$ cat config.mk
export PLATFORM = sky130hd
export DESIGN_NAME = vibration_magnitude_rms_p2p_top
export DESIGN_NICKNAME = d
export VERILOG_FILES = /design/src/design/vmr_pkg.sv /design/src/design/vibration_magnitude_rms_p2p_top.sv /design/src/design/vmr_seq.sv /design/src/design/vmr_dp.sv
export SDC_FILE = /design/constraint.sdc
export NUM_CORES = 1
export LEC_CHECK = 0
export BUFFER_PORTS_ARGS = -buffer_cell sky130_fd_sc_hd__buf_4
export CAP_MARGIN = 20
export CORE_MARGIN = 2
export CORE_UTILIZATION = 55
export CTS_BUF_LIST = sky130_fd_sc_hd__clkbuf_8
export CTS_CLUSTER_SIZE = 16
export DETAILED_ROUTE_END_ITERATION = 10
export PLACE_DENSITY = 0.72
export SLEW_MARGIN = 20
export SYNTH_ARGS = -nofsm -noshare
export SYNTH_HDL_FRONTEND = slang
export SYNTH_SLANG_ARGS = --single-unit
$ cat constraint.sdc
create_clock -name clock -period 10.5 [get_ports clock]
set_input_delay 1.575 -clock clock [delete_from_list [all_inputs] [get_ports clock]]
set_output_delay 1.575 -clock clock [all_outputs]
set_load 0.05 [all_outputs]
$ cat src/design/vmr_pkg.sv
// Shared types, constants and the control program for the vibration magnitude block.
// Used by vmr_seq, vmr_dp and the top level; depends on nothing else.
`timescale 1ns / 1ps
`default_nettype none

package vmr_pkg;

   // Significant bits of each raw axis; the rest of the field is ignored.
   localparam int SAMPLE_BITS = 16;

   localparam logic [11:0] WINDOW_RESET = 12'd500;

   typedef struct packed {
      logic signed [15:0] accel_x;
      logic signed [15:0] accel_y;
      logic signed [15:0] accel_z;
   } req_type;

   typedef struct packed {
      logic [15:0] magnitude;
      logic        window_done;
      logic [15:0] rms_value;
      logic [15:0] peak_to_peak;
   } rsp_type;

   // Multiplier operand sources.
   localparam logic [1:0] MUL_X    = 2'd0;
   localparam logic [1:0] MUL_Y    = 2'd1;
   localparam logic [1:0] MUL_Z    = 2'd2;
   localparam logic [1:0] MUL_ROOT = 2'd3;

   // Square accumulator operations.
   localparam logic [1:0] SQ_HOLD = 2'd0;
   localparam logic [1:0] SQ_LOAD = 2'd1;
   localparam logic [1:0] SQ_ADD  = 2'd2;

   // Square root unit operations.
   localparam logic [1:0] RT_HOLD     = 2'd0;
   localparam logic [1:0] RT_LOAD_SQ  = 2'd1;
   localparam logic [1:0] RT_LOAD_QUO = 2'd2;
   localparam logic [1:0] RT_STEP     = 2'd3;

   // Sequencer conditions.
   localparam logic [2:0] COND_NEXT     = 3'd0;
   localparam logic [2:0] COND_WAIT_IN  = 3'd1;
   localparam logic [2:0] COND_LOOP     = 3'd2;
   localparam logic [2:0] COND_OPEN_JMP = 3'd3;
   localparam logic [2:0] COND_WAIT_OUT = 3'd4;

   // Program steps.
   localparam logic [3:0] STEP_IDLE     = 4'd0;
   localparam logic [3:0] STEP_MUL_X    = 4'd1;
   localparam logic [3:0] STEP_MUL_Y    = 4'd2;
   localparam logic [3:0] STEP_MUL_Z    = 4'd3;
   localparam logic [3:0] STEP_ADD_Z    = 4'd4;
   localparam logic [3:0] STEP_RT_LOAD  = 4'd5;
   localparam logic [3:0] STEP_RT_LOOP  = 4'd6;
   localparam logic [3:0] STEP_MAG_SQ   = 4'd7;
   localparam logic [3:0] STEP_STATS    = 4'd8;
   localparam logic [3:0] STEP_DIV_LOOP = 4'd9;
   localparam logic [3:0] STEP_RMS_LOAD = 4'd10;
   localparam logic [3:0] STEP_RMS_LOOP = 4'd11;
   localparam logic [3:0] STEP_OUT      = 4'd12;

   localparam logic [4:0] ITER_SQRT = 5'd15;
   localparam logic [4:0] ITER_DIV  = 5'd31;

   typedef struct packed {
      logic [1:0] mul_src;
      logic       mul_en;
      logic [1:0] sq_op;
      logic [1:0] rt_op;
      logic       stat_en;
      logic       div_step;
      logic       iter_en;
      logic [4:0] iter_val;
      logic [2:0] cond;
      logic [3:0] target;
   } ucode_type;

   // Datapath controls for one cycle.
   typedef struct packed {
      logic [1:0] mul_src;
      logic       mul_en;
      logic [1:0] sq_op;
      logic [1:0] rt_op;
      logic       stat_en;
      logic       div_step;
      logic       capture;
   } dp_ctrl_type;

   function automatic ucode_type ucode_rom(logic [3:0] addr);
      ucode_type w;
      w = '0;
      unique case (addr)
         STEP_IDLE: begin
            w.cond = COND_WAIT_IN;
         end
         STEP_MUL_X: begin
            w.mul_en  = 1'b1;
            w.mul_src = MUL_X;
         end
         STEP_MUL_Y: begin
            w.mul_en  = 1'b1;
            w.mul_src = MUL_Y;
            w.sq_op   = SQ_LOAD;
         end
         STEP_MUL_Z: begin
            w.mul_en  = 1'b1;
            w.mul_src = MUL_Z;
            w.sq_op   = SQ_ADD;
         end
         STEP_ADD_Z: begin
            w.sq_op = SQ_ADD;
         end
         STEP_RT_LOAD: begin
            w.rt_op    = RT_LOAD_SQ;
            w.iter_en  = 1'b1;
            w.iter_val = ITER_SQRT;
         end
         STEP_RT_LOOP: begin
            w.rt_op = RT_STEP;
            w.cond  = COND_LOOP;
         end
         STEP_MAG_SQ: begin
            w.mul_en  = 1'b1;
            w.mul_src = MUL_ROOT;
         end
         STEP_STATS: begin
            w.stat_en  = 1'b1;
            w.iter_en  = 1'b1;
            w.iter_val = ITER_DIV;
            w.cond     = COND_OPEN_JMP;
            w.target   = STEP_OUT;
         end
         STEP_DIV_LOOP: begin
            w.div_step = 1'b1;
            w.cond     = COND_LOOP;
         end
         STEP_RMS_LOAD: begin
            w.rt_op    = RT_LOAD_QUO;
            w.iter_en  = 1'b1;
            w.iter_val = ITER_SQRT;
         end
         STEP_RMS_LOOP: begin
            w.rt_op = RT_STEP;
            w.cond  = COND_LOOP;
         end
         STEP_OUT: begin
            w.cond   = COND_WAIT_OUT;
            w.target = STEP_IDLE;
         end
         default: begin
            w.cond   = COND_WAIT_OUT;
            w.target = STEP_IDLE;
         end
      endcase
      return w;
   endfunction

endpackage

`default_nettype wire

$ cat src/design/vibration_magnitude_rms_p2p_top.sv
// Each accepted transaction runs the program to its result, and one that closes a window
// also runs the division and the RMS root. A new one is taken once the last result is written;
// the root and the bit-serial divider take one bit per cycle under the microcode sequencer.
// Reset clears the window (count zero) and sets the window length to 500.
// Depends on vmr_pkg, vmr_seq and vmr_dp.
`timescale 1ns / 1ps
`default_nettype none

module vibration_magnitude_rms_p2p_top (
   input  wire logic             clock,
   input  wire logic             reset,
   input  wire logic             req_valid,
   output logic                  req_ready,
   input  wire vmr_pkg::req_type req_data,
   output logic                  rsp_valid,
   input  wire logic             rsp_ready,
   output vmr_pkg::rsp_type      rsp_data,
   input  wire logic             csr_valid,
   output logic                  csr_ready,
   input  wire logic [11:0]      csr_data
);
   import vmr_pkg::*;

   logic        rsp_valid_ff;
   rsp_type     rsp_data_ff;
   logic [11:0] wlen_ff;
   logic        slot_free;
   logic        rsp_write;
   logic        closing;
   dp_ctrl_type dp_ctrl;
   rsp_type     rsp_next;

   assign csr_ready = 1'b1;
   assign slot_free = !rsp_valid_ff || rsp_ready;
   assign rsp_valid = rsp_valid_ff;
   assign rsp_data  = rsp_data_ff;

   vmr_seq u_seq (
      .clock     (clock),
      .reset     (reset),
      .req_valid (req_valid),
      .slot_free (slot_free),
      .closing   (closing),
      .req_ready (req_ready),
      .rsp_write (rsp_write),
      .dp_ctrl   (dp_ctrl)
   );

   vmr_dp u_dp (
      .clock         (clock),
      .reset         (reset),
      .dp_ctrl       (dp_ctrl),
      .req_data      (req_data),
      .window_length (wlen_ff),
      .closing       (closing),
      .rsp_next      (rsp_next)
   );

   always_ff @(posedge clock) begin
      if (reset) begin
         wlen_ff <= WINDOW_RESET;
      end else if (csr_valid) begin
         wlen_ff <= csr_data;
      end
   end

   // The result register frees the datapath to take the next transaction at once.
   always_ff @(posedge clock) begin
      if (reset) begin
         rsp_valid_ff <= 1'b0;
      end else if (rsp_write) begin
         rsp_valid_ff <= 1'b1;
      end else if (rsp_ready) begin
         rsp_valid_ff <= 1'b0;
      end
   end

   always_ff @(posedge clock) begin
      if (rsp_write) begin
         rsp_data_ff <= rsp_next;
      end
   end

endmodule

`default_nettype wire

$ cat src/design/vmr_seq.sv
// Microcode sequencer: program counter, loop counter and control word decode.
// Depends on vmr_pkg for the program table and control types.
`timescale 1ns / 1ps
`default_nettype none

module vmr_seq (
   input  wire logic                 clock,
   input  wire logic                 reset,
   input  wire logic                 req_valid,
   input  wire logic                 slot_free,
   input  wire logic                 closing,
   output logic                      req_ready,
   output logic                      rsp_write,
   output vmr_pkg::dp_ctrl_type      dp_ctrl
);
   import vmr_pkg::*;

   logic [3:0] pc_ff, pc_in;
   logic [4:0] iter_ff, iter_in;
   ucode_type  word;

   assign word = ucode_rom(pc_ff);

   assign req_ready = (word.cond == COND_WAIT_IN);
   assign rsp_write = (word.cond == COND_WAIT_OUT) && slot_free;

   always_comb begin
      dp_ctrl.mul_src  = word.mul_src;
      dp_ctrl.mul_en   = word.mul_en;
      dp_ctrl.sq_op    = word.sq_op;
      dp_ctrl.rt_op    = word.rt_op;
      dp_ctrl.stat_en  = word.stat_en;
      dp_ctrl.div_step = word.div_step;
      dp_ctrl.capture  = req_valid && req_ready;
   end

   always_comb begin
      pc_in = 4'(pc_ff + 4'd1);
      unique case (word.cond)
         COND_NEXT:     pc_in = 4'(pc_ff + 4'd1);
         COND_WAIT_IN:  if (!req_valid) pc_in = pc_ff;
         COND_LOOP:     if (iter_ff != 5'd0) pc_in = pc_ff;
         // A sample that leaves the window open skips the division and the RMS root.
         COND_OPEN_JMP: if (!closing) pc_in = word.target;
         COND_WAIT_OUT: pc_in = slot_free ? word.target : pc_ff;
         default:       pc_in = STEP_IDLE;
      endcase
   end

   always_comb begin
      iter_in = iter_ff;
      if (word.iter_en) begin
         iter_in = word.iter_val;
      end else if (word.cond == COND_LOOP && iter_ff != 5'd0) begin
         iter_in = 5'(iter_ff - 5'd1);
      end
   end

   always_ff @(posedge clock) begin
      if (reset) begin
         pc_ff   <= STEP_IDLE;
         iter_ff <= '0;
      end else begin
         pc_ff   <= pc_in;
         iter_ff <= iter_in;
      end
   end

endmodule

`default_nettype wire

$ cat src/design/vmr_dp.sv
// Datapath: input capture, shared multiplier, square root and divider units, window statistics.
// Depends on vmr_pkg; driven cycle by cycle by vmr_seq.
`timescale 1ns / 1ps
`default_nettype none

module vmr_dp (
   input  wire logic                 clock,
   input  wire logic                 reset,
   input  wire vmr_pkg::dp_ctrl_type dp_ctrl,
   input  wire vmr_pkg::req_type     req_data,
   input  wire logic [11:0]          window_length,
   output logic                      closing,
   output vmr_pkg::rsp_type          rsp_next
);
   import vmr_pkg::*;

   function automatic logic [15:0] axis_abs(logic signed [15:0] raw);
      logic signed [SAMPLE_BITS-1:0] v;
      logic signed [15:0]            s;
      v = raw[SAMPLE_BITS-1:0];
      s = 16'(v);
      return s[15] ? 16'(-s) : 16'(s);
   endfunction

   req_type     req_ff;
   logic [31:0] prod_ff;
   logic [31:0] sq_ff;
   logic [31:0] rad_ff;
   logic [16:0] rem_ff;
   logic [15:0] root_ff;
   logic [15:0] mag_ff;
   logic [43:0] sum_ff;
   logic [15:0] min_ff;
   logic [15:0] max_ff;
   logic [15:0] p2p_ff;
   logic [11:0] count_ff;
   logic [12:0] held_ff;
   logic [31:0] div_ff;
   logic [12:0] drem_ff;
   logic        done_ff;

   logic [15:0] mul_op;
   logic [18:0] rem_trial;
   logic [17:0] root_trial;
   logic        rt_ge;
   logic [13:0] div_trial;
   logic        div_ge;
   logic [11:0] len;
   logic [12:0] held;
   logic        first;
   logic [15:0] min_new;
   logic [15:0] max_new;
   logic [43:0] sum_new;

   always_comb begin
      case (dp_ctrl.mul_src)
         MUL_X:   mul_op = axis_abs(req_ff.accel_x);
         MUL_Y:   mul_op = axis_abs(req_ff.accel_y);
         MUL_Z:   mul_op = axis_abs(req_ff.accel_z);
         default: mul_op = root_ff;
      endcase
   end

   // One result bit per step: two radicand bits enter the partial remainder.
   assign rem_trial  = {rem_ff, rad_ff[31:30]};
   assign root_trial = {root_ff, 2'b01};
   assign rt_ge      = rem_trial >= {1'b0, root_trial};

   // The top word of the sum is always below the sample count, so the quotient fits 32 bits.
   assign div_trial = {drem_ff, div_ff[31]};
   assign div_ge    = div_trial >= {1'b0, held_ff};

   assign len     = (window_length == 12'd0) ? 12'd1 : window_length;
   assign held    = 13'({1'b0, count_ff} + 13'd1);
   assign first   = (count_ff == 12'd0);
   assign closing = held >= {1'b0, len};
   assign min_new = (first || mag_ff < min_ff) ? mag_ff : min_ff;
   assign max_new = (first || mag_ff > max_ff) ? mag_ff : max_ff;
   assign sum_new = 44'((first ? 44'd0 : sum_ff) + {12'd0, prod_ff});

   always_comb begin
      rsp_next.magnitude    = mag_ff;
      rsp_next.window_done  = done_ff;
      rsp_next.rms_value    = done_ff ? root_ff : 16'd0;
      rsp_next.peak_to_peak = done_ff ? p2p_ff : 16'd0;
   end

   always_ff @(posedge clock) begin
      if (dp_ctrl.capture) begin
         req_ff <= req_data;
      end
      if (dp_ctrl.mul_en) begin
         prod_ff <= mul_op * mul_op;
      end
      case (dp_ctrl.sq_op)
         SQ_LOAD: sq_ff <= prod_ff;
         SQ_ADD:  sq_ff <= sq_ff + prod_ff;
         default: sq_ff <= sq_ff;
      endcase
      case (dp_ctrl.rt_op)
         RT_LOAD_SQ: begin
            rad_ff  <= sq_ff;
            rem_ff  <= '0;
            root_ff <= '0;
         end
         RT_LOAD_QUO: begin
            rad_ff  <= div_ff;
            rem_ff  <= '0;
            root_ff <= '0;
         end
         RT_STEP: begin
            rad_ff  <= {rad_ff[29:0], 2'b00};
            rem_ff  <= rt_ge ? 17'(rem_trial - {1'b0, root_trial}) : rem_trial[16:0];
            root_ff <= {root_ff[14:0], rt_ge};
         end
         default: begin
            rad_ff <= rad_ff;
         end
      endcase
      if (dp_ctrl.mul_en && dp_ctrl.mul_src == MUL_ROOT) begin
         mag_ff <= root_ff;
      end
      if (dp_ctrl.stat_en) begin
         min_ff  <= min_new;
         max_ff  <= max_new;
         p2p_ff  <= max_new - min_new;
         done_ff <= closing;
         held_ff <= held;
         div_ff  <= sum_new[31:0];
         drem_ff <= {1'b0, sum_new[43:32]};
      end else if (dp_ctrl.div_step) begin
         div_ff  <= {div_ff[30:0], div_ge};
         drem_ff <= div_ge ? 13'(div_trial - {1'b0, held_ff}) : div_trial[12:0];
      end
   end

   // Window control state; the first sample of a window ignores the held sum and extremes.
   always_ff @(posedge clock) begin
      if (reset) begin
         count_ff <= '0;
         sum_ff   <= '0;
      end else if (dp_ctrl.stat_en) begin
         count_ff <= closing ? 12'd0 : held[11:0];
         sum_ff   <= closing ? 44'd0 : sum_new;
      end
   end

endmodule

`default_nettype wire
* Yosys cells after proc, flatten, opt, wreduce, memory -nomap -nowiden
Cells that the tools add are included.
** Word-level totals
- Register bits after elaboration :: 427
- Latch bits :: 0
- RAM bits :: 0
- Memory bits (read-only) :: 0
- Input bits :: 65
- Output and inout bits :: 52
- Memories kept :: 0
** Cells by class
- $add $sub $neg :: 11
- Multiply operators :: 1
- Divide/modulo/power cells :: 0
- $lt $le $gt $ge :: 5
- Equal/unequal tests :: 26
- Shifts and indexed selects :: 0
- Mux-type cells :: 37
- Bitwise gates (word level) :: 0
- Reductions and logical operators :: 27
** Operators with widths (number)
- $pmux W32 S3 :: 1
- $mux W44 :: 2
- $mux W16 :: 5
- $mux W32 :: 2
- $pmux W32 S2 :: 1
- $mux W12 :: 4
- $neg A16 Y16 :: 3
- $pmux W16 S3 :: 1
- $add A44 B32 Y44 :: 1
- $pmux W17 S2 :: 1
- $add A32 B32 Y32 :: 1
- $mul A16 B16 Y32 :: 1
- $pmux W16 S2 :: 1
- $logic_not A12 Y1 :: 2
- $pmux W3 S4 :: 2
- $mux W4 :: 5
- $pmux W4 S5 :: 1
- $ge A19 B18 Y1 :: 1
- $mux W17 :: 1
- $sub A17 B17 Y17 :: 1
- $eq A4 B3 Y1 const B :: 4
- $eq A4 B4 Y1 const B :: 4
- $gt A16 B16 Y1 :: 1
- $lt A16 B16 Y1 :: 1
- other kinds (35) :: 60

* Depth between registers and ports, before layout
Gate-level depths: netlist of the first run.
- Word-level depth :: 7
- Mapped depth :: 32
- Depth with buffers taken out :: 31

* Modules after synthesis
A second synthesis of the first run with hierarchy kept.
** Unflattened totals
- Cell total of the unflattened synthesis :: 3070
- Area total of the unflattened synthesis :: 31580.3 sq um
** By module, submodules not included
- vmr_dp :: instances 1, cells an instance 2859, area an instance 28752.6 sq um
- vibration_magnitude_rms_p2p_top :: instances 1, cells an instance 94, area an instance 1961.9 sq um
- vmr_seq :: instances 1, cells an instance 117, area an instance 865.8 sq um

* Least setup slack after synthesis of the first run
No wires, ideal clock.
- Path kind :: register to register
- Start point :: reg u_seq.pc_ff[0]
- End point :: reg u_dp.prod_ff[26] (data pin)
- Data arrival time :: 7579 ps
- Path slack :: 2664 ps
- Stages on the path, launching flop included :: 29
- Path buffers :: 4
- Cell sequence :: dfxtp_1 > inv_1 > ha_1 > clkbuf_1 > o211ai_1 > inv_1 > buf_1 > o31a_1 > clkbuf_1 > nand2_1 > fa_1 > inv_1 > fa_1 > fa_1 > fa_1 > fa_1 > inv_1 > fa_1 > inv_1 > ha_1 > clkbuf_1 > a21o_1 > a221oi_1 > o21a_1 > o2111ai_1 > a31oi_1 > o21bai_1 > a21oi_1 > xnor2_1
** Between the ends
- Cells in the longest elaborated chain, start to end :: 5
- Elaborated cells on any way between the ends :: 10
- Classes of those cells :: mul: 1; eq/ne: 6; mux: 2; reduce/logical: 1
** RTL lines
- start: declaration :: RTL line vmr_seq.sv:18 : logic [3:0] pc_ff, pc_in;
- start signal: assignment :: RTL line vmr_seq.sv:64 : pc_ff <= pc_in;
- $eq A4 B3 Y1, or another cell as far along :: RTL line vmr_pkg.sv:95 : unique case (addr)
- $pmux W3 S4 (*) :: RTL line vmr_pkg.sv:95
- $eq A2 B2 Y1, or another cell as far along :: RTL line vmr_dp.sv:56 : case (dp_ctrl.mul_src)
- $pmux W16 S3 (*) :: RTL line vmr_dp.sv:56
- $mul A16 B16 Y32 (*) :: RTL line vmr_dp.sv:93 : prod_ff <= mul_op * mul_op;
- end signal: assignment :: RTL line vmr_dp.sv:93
- end: declaration :: RTL line vmr_dp.sv:26 : logic [31:0] prod_ff;
Every way passes the cells marked *; elsewhere a longest branch is shown, timed or not.
A chain may end at the register's enable or synchronous reset.

* Worst setup path after layout of the first run
- Start point :: reg u_seq.pc_ff[0]
- End point :: reg u_dp.prod_ff[20] (data pin)
The elaborated chain is that of the path after synthesis.

==> impl_metrics.csv, run 1 <==
group,metric,value,unit
status,status,"completed",
setup_path,reg2reg_depth,24,
setup_path,cp-start-kind,"register",
cts,cts_resized,0,
synth,synth-seq-cells,426,
setup_path,critical_path.endpoint_type,"register",
setup_path,reg2reg_from,"u_seq.pc_ff[0]",
floorplanning,dieArea,60120,µm²
hold_path,holdPathStages,2,
layout,final_common_cell,"inv_1",
setup_path,cp.required,10.88,ns
grt,antenna_found_initial,2,
grt,grt_max_degree,83,
floorplanning,initial_core_util,0.5556,
grt,grt.total_usage,0.2739,
sta,hold_ws,0.4460,ns
floorplanning,core_area,57590,µm²
setup_path,critPathMaxFanout,13,
sta,fin_skew,0.04924,ns
setup_path,rrSetupSlack,1.67,ns
synth,avgSynthCellArea,9.887,µm²
synth,ys_types,92,
cts,cts-buffers-inserted,75,
routing,dr.pass1.iters,8,
floorplanning,die_h,245.2,µm
routing,antenna_left,0,
sta,max_slew.worst_pin.slew,1.092,ns
floorplanning,rows,88,
setup_path,critPathKind,"register to register",
hold_path,hold_end,"u_dp.sum_ff[25]",
floorplanning,io_pins,117,
layout,layout.nets,3852,
cts,root_buffer,"clkbuf_8",
sta,maxSlewViolCount,0,
sta,finalSetupViolations,0,
grt,grt_pass1_wl,131100,µm
synth,syn_inst,3236,
layout,final_layout_size_suffix_gt1_frac,0.09778,
job,max-cap-violations,0,
hold_path,min_from,"u_dp.sum_ff[25]",
sta,min_period_over_period,0.8414,
setup_path,critPathArrivalTime,9.21,ns
floorplanning,die_w,245.2,µm
cts,cts_buffer_depth,3,
synth,synth-edff-count,347,
synth,synthesis.area,32000,µm²
routing,drt-initial-drc-count,1878,
cts,path_clk_slew,0.06,ns
routing,via_per_inst,5.935,
layout,num-fill-cells,4814,
grt,grt_pass1_vias,25160,
cts,clk_latency,0.67,ns
routing,routed_wl,81580,µm
routing,dr_total_vias,24820,
synth,ys_seq_area_frac,0.3751,
cts,postCtsSetupRepairBufs,0,
layout,syn_to_final_growth,9.792,%
sta,max-slew-margin-rel,0.2702,
placed_design,portBuffers,115,
synth,synthArstFlopShare,0,
synth,syn_nets,3726,
sta,fin_setup_tns,0,ns
cts,cts_tree,"built",
sta,fin_crit,8.834,ns
sta,hold_viol,0,
sta,rsz0062_at_grt,"no",
placed_design,hpwl,62220,µm
setup_path,r2r_end,"u_dp.prod_ff[20]",
cts,htreeDepth,3,
layout,final_cell_mix,"inv_1, edfxtp_1, nand2_1, ha_1, nor2_1",
routing,wl_per_cell,19.51,µm
hold_path,hold_class,"register to register",
setup_path,cp-startpoint,"u_seq.pc_ff[0]",
synth,synth_top_flop_cell,"edfxtp_1",
grt,grt-ovfl-total,0,
layout,final_util,0.6100,
placed_design,place.gp.congestion,0.9234,
sta,max_freq,0.1132,GHz
cts,cts.sinks,426,
synth,yosys_warnings,0,
cts,ctsHoldBuffers,0,
routing,drc,0,
-- flip-flops by register name, indices dropped and copies added, names as in the netlist, 16 cells and up --
register      count
u_dp.rad_ff      32
u_dp.min_ff      16
u_dp.req_ff      48
u_dp.rem_ff      17
u_dp.sum_ff      44
u_dp.p2p_ff      16
u_dp.root_ff     16
u_dp.prod_ff     31
u_dp.div_ff      32
rsp_data         49
u_dp.max_ff      16
u_dp.sq_ff       32
u_dp.mag_ff      16
-- through the flow --
step / instance area [µm²] / setup WS [ns] / cells
final: 35130 / 1.666 / 4182
after global routing: 35130 / 1.257 / 4182
after CTS: 35110 / 1.849 / 4180
after detailed placement: 33750 / 1.851 / 4049
after global placement: 33740 / 2.064 / 4048
after floorplan: 32000 / 2.664 / 3236
-- cells by family (layout without fill, tap and decap cells) --
family / count (synthesis) / count (layout) / synth area share
and+or+nand+nor: 920 / 920 / 0.1387
AOI/OAI and AO/OA: 705 / 705 / 0.1477
buffers and inverters: 515 / 695 / 0.06120
DFF: 426 / 426 / 0.3751
adders and majority gates: 425 / 425 / 0.2051
xor gates and xnor gates: 161 / 161 / 0.04454
muxes: 83 / 83 / 0.02741
other: 1 / 2 / 0.0001172
-- layer usage --
| layer | global-route usage | vias up | part of all wire |
|---|---|---|---|
| met4 | 0.1099 | 0 | 0.036 |
| met5 | 0 | - | 0 |
| met3 | 0.03838 | 193 | 0.056 |
| li1 | - | 11740 | - |
| met2 | 0.4639 | 795 | 0.49 |
| met1 | 0.3541 | 12090 | 0.42 |
-- cell type report --
class                      count  area, µm²  share of cell area
sequential                   426      12000              0.3416
tap                          765      957.2             0.02725
clock inverter                51      259.0            0.007373
clock buffer                  80       1101             0.03134
multi-input combinational   2295      18100              0.5154
antenna                        1      2.502          0.00007124
timing repair buffer         154       1164             0.03312
inverter                     410       1540             0.04385
-- how the worst max path moves through the flow --
stage / cells after the start / end
2_1_floorplan: 28 / u_dp.prod_ff[26]
3_3_place_gp: 29 / u_dp.prod_ff[31]
3_5_place_dp: 29 / u_dp.prod_ff[31]
4_1_cts: 28 / u_dp.prod_ff[25]
5_1_grt: 28 / u_dp.prod_ff[31]
6_report: 24 / u_dp.prod_ff[20]
-- synth_stat cells, types with 34 or more instances --
library cell	count	area, µm²
clkbuf_1	91	341.6
edfxtp_1	347	10420
nand4_1	34	212.7
dfxtp_1	79	1582
xnor2_1	101	884.6
and2_1	96	600.6
a21o_1	53	397.9
nand3_1	54	270.3
fa_1	166	3323
inv_1	399	1498
o21a_1	39	292.8
nand2_1	276	1036
o21ai_0	125	625.6
ha_1	259	3241
mux2i_1	46	460.4
xor2_1	59	516.8
nor2_1	226	848.3
a21oi_1	168	840.8
mux2_2	35	394.1
nor3_1	73	365.4
-- critical path, stage by stage, from the launching register on --
cell      delay, ns
dfxtp_1        0.42
inv_1          0.12
ha_1           0.39
nor2b_1        0.24
o21ai_1        0.75
a211o_1        0.26
a21boi_1       0.88
nand2_1        0.28
fa_1           0.55
fa_1           0.49
inv_1          0.05
fa_1           0.52
fa_1           0.44
fa_1           0.54
inv_1          0.05
fa_1           0.55
inv_1          0.05
ha_1           0.38
a21oi_1        0.22
a21oi_1        0.09
nor3_1         0.33
a21oi_1        0.14
o21ai_0        0.27
a21oi_1        0.16
a311o_1        0.37
Power of run 1 is not shown: default switching activity piles up to over one toggle a cycle in this logic, so the estimate is an artifact.
==> inputs of run 2 (changes only) <==
- PLACE_DENSITY: 0.72 -> 0.75
- clock period: 10.5 -> 7.8 ns (I/O delays scaled with it)
==> impl_metrics.csv, run 2 (same netlist as run 1, synthesis figures left out) <==
group,metric,value,unit
setup_path,critical_path.endpoint_type,"register",
routing,dr.pass1.iters,8,
sta,maxSlewViolCount,0,
cts,cts-buffers-inserted,76,
placed_design,place.gp.congestion,0.9336,
sta,max_freq,0.1286,GHz
setup_path,crit_path_max_incr_delay,0.56,ns
cts,cts_tree,"built",
routing,antenna_left,0,
layout,largest_reg_flops,49,
sta,rsz0062_at_grt,"yes",
floorplanning,io_pins,117,
cts,clk_latency,0.68,ns
setup_path,endpoint,"u_dp.prod_ff[30]",
setup_path,reg2reg_from,"u_dp.req_ff[1]",
routing,routed_wl,84510,µm
sta,max_slew.worst_pin.slew,0.9933,ns
floorplanning,core_area,57590,µm²
setup_path,rrSetupSlack,0.02,ns
routing,dr_total_vias,25390,
grt,grt_pass1_wl,134700,µm
routing,drc,0,
layout,final_cell_mix,"inv_1, edfxtp_1, nand2_1, buf_4, ha_1",
status,status,"completed",
setup_path,cp.required,8.21,ns
grt,grt_max_degree,63,
setup_path,cp_common_cell,"fa_1",
setup_path,r2r_end,"u_dp.prod_ff[30]",
routing,via_per_inst,5.890,
setup_path,cp-start-kind,"register",
grt,grt_pass1_vias,25770,
setup_path,critPathMaxFanout,5,
sta,fin_setup_tns,0,ns
setup_path,critPathSlowestCell,"or4_4",
floorplanning,initial_core_util,0.5556,
grt,antenna_found_initial,1,
grt,grt.total_usage,0.2820,
sta,fin_skew,0.03816,ns
sta,max-slew-margin-rel,0.3353,
placed_design,portBuffers,115,
setup_path,cp.depth,29,
layout,final_common_cell,"inv_1",
routing,wl_per_cell,19.61,µm
layout,final_layout_size_suffix_gt1_frac,0.1507,
layout,syn_to_final_growth,14.40,%
placed_design,hpwl,63980,µm
cts,htreeDepth,3,
sta,hold_viol,0,
setup_path,cp-startpoint,"u_dp.req_ff[1]",
floorplanning,die_h,245.2,µm
cts,ctsHoldBuffers,0,
sta,fin_crit,7.779,ns
floorplanning,die_w,245.2,µm
setup_path,critPathKind,"register to register",
setup_path,worst-path-buf-inv,6,
floorplanning,dieArea,60120,µm²
placed_design,dpl_cell_area,34600,µm²
layout,fin_area,36600,µm²
floorplanning,rows,88,
cts,root_buffer,"clkbuf_8",
cts,path_clk_slew,0.06,ns
sta,finalSetupViolations,0,
routing,drt-initial-drc-count,2144,
setup_path,reg2reg_depth,29,
setup_path,critPathArrivalTime,8.19,ns
sta,min_period_over_period,0.9973,
setup_path,cpLargestDelayFamily,"adder cells",
hold_path,hold_class,"register to register",
grt,grt-ovfl-total,0,
layout,layout.nets,3975,
cts,cts_buffer_depth,3,
cts,cts.sinks,426,
layout,final_util,0.6356,
job,max-cap-violations,0,
-- run 2: cell types whose count changed in the layout (fill, tap and decap cells not counted), sizes merged --
cell | previous run | this run
clkbuf | 80 | 78
buf | 154 | 276
inv | 441 | 438
bufinv | 0 | 2
clkinv | 19 | 27
clkinvlp | 1 | 2
-- run 2: how the worst min path moves through the flow --
stage | startpoint | end | slack, ns | depth (start not counted)
after CTS | u_dp.sum_ff[30] | u_dp.sum_ff[30] | 0.45 | 2
after detailed placement | u_dp.sum_ff[18] | u_dp.sum_ff[18] | 0.43 | 2
after floorplan | u_dp.sum_ff[28] | u_dp.sum_ff[28] | 0.42 | 2
after global placement | u_dp.sum_ff[25] | u_dp.sum_ff[25] | 0.42 | 2
after global routing | u_dp.sum_ff[0] | u_dp.sum_ff[0] | 0.48 | 2
final | u_dp.sum_ff[18] | u_dp.sum_ff[18] | 0.44 | 2
-- run 2: timing repair --
action                                  4_1_cts  5_1_grt
pin swaps                                     1       64
gates resized for setup                       7       92
buffers inserted                              0       16
endpoints found under the setup margin        9       15
-- run 2: worst reg2reg max path, delay by kind of cell (launching register included) --
family                     cells  cell delay [ns]
adders and majority gates      7             3.29
and+or+nand+nor                8             1.88
AOI/OAI and AO/OA              6             0.96
buffers and inverters          6             0.73
DFF                            1             0.39
xor gates and xnor gates       2             0.29
-- run 2: layer usage --
| metal | wire length (µm) | GRT usage |
|---|---|---|
| met5 | 0 | 0 |
| met4 | 3133 | 0.1142 |
| met3 | 4876 | 0.03247 |
| met2 | 41620 | 0.4858 |
| met1 | 34870 | 0.3617 |
-- run 2: layout make-up --
type | instances | area (µm²)
fillers | 4681 | 20980
multi-input cells | 2295 | 18520
flip-flops and latches | 426 | 12000
repair buffers | 276 | 2180
inverters | 410 | 1540
clock buffers | 78 | 1074
well taps | 765 | 957.2
clock inverters | 59 | 327.8
diodes | 1 | 2.502
-- run 2: stage by stage --
step                      setup slack, ns  instances  hold WS [ns]
after floorplan                   0.06705       3236        0.4166
after global placement           0.006322       4157        0.4249
after detailed placement          -0.1539       4157        0.4348
after CTS                        0.002141       4294        0.4489
after global routing              -0.3156       4310        0.4774
final                             0.02111       4310        0.4445
Power of run 2 is left out for the same reason.
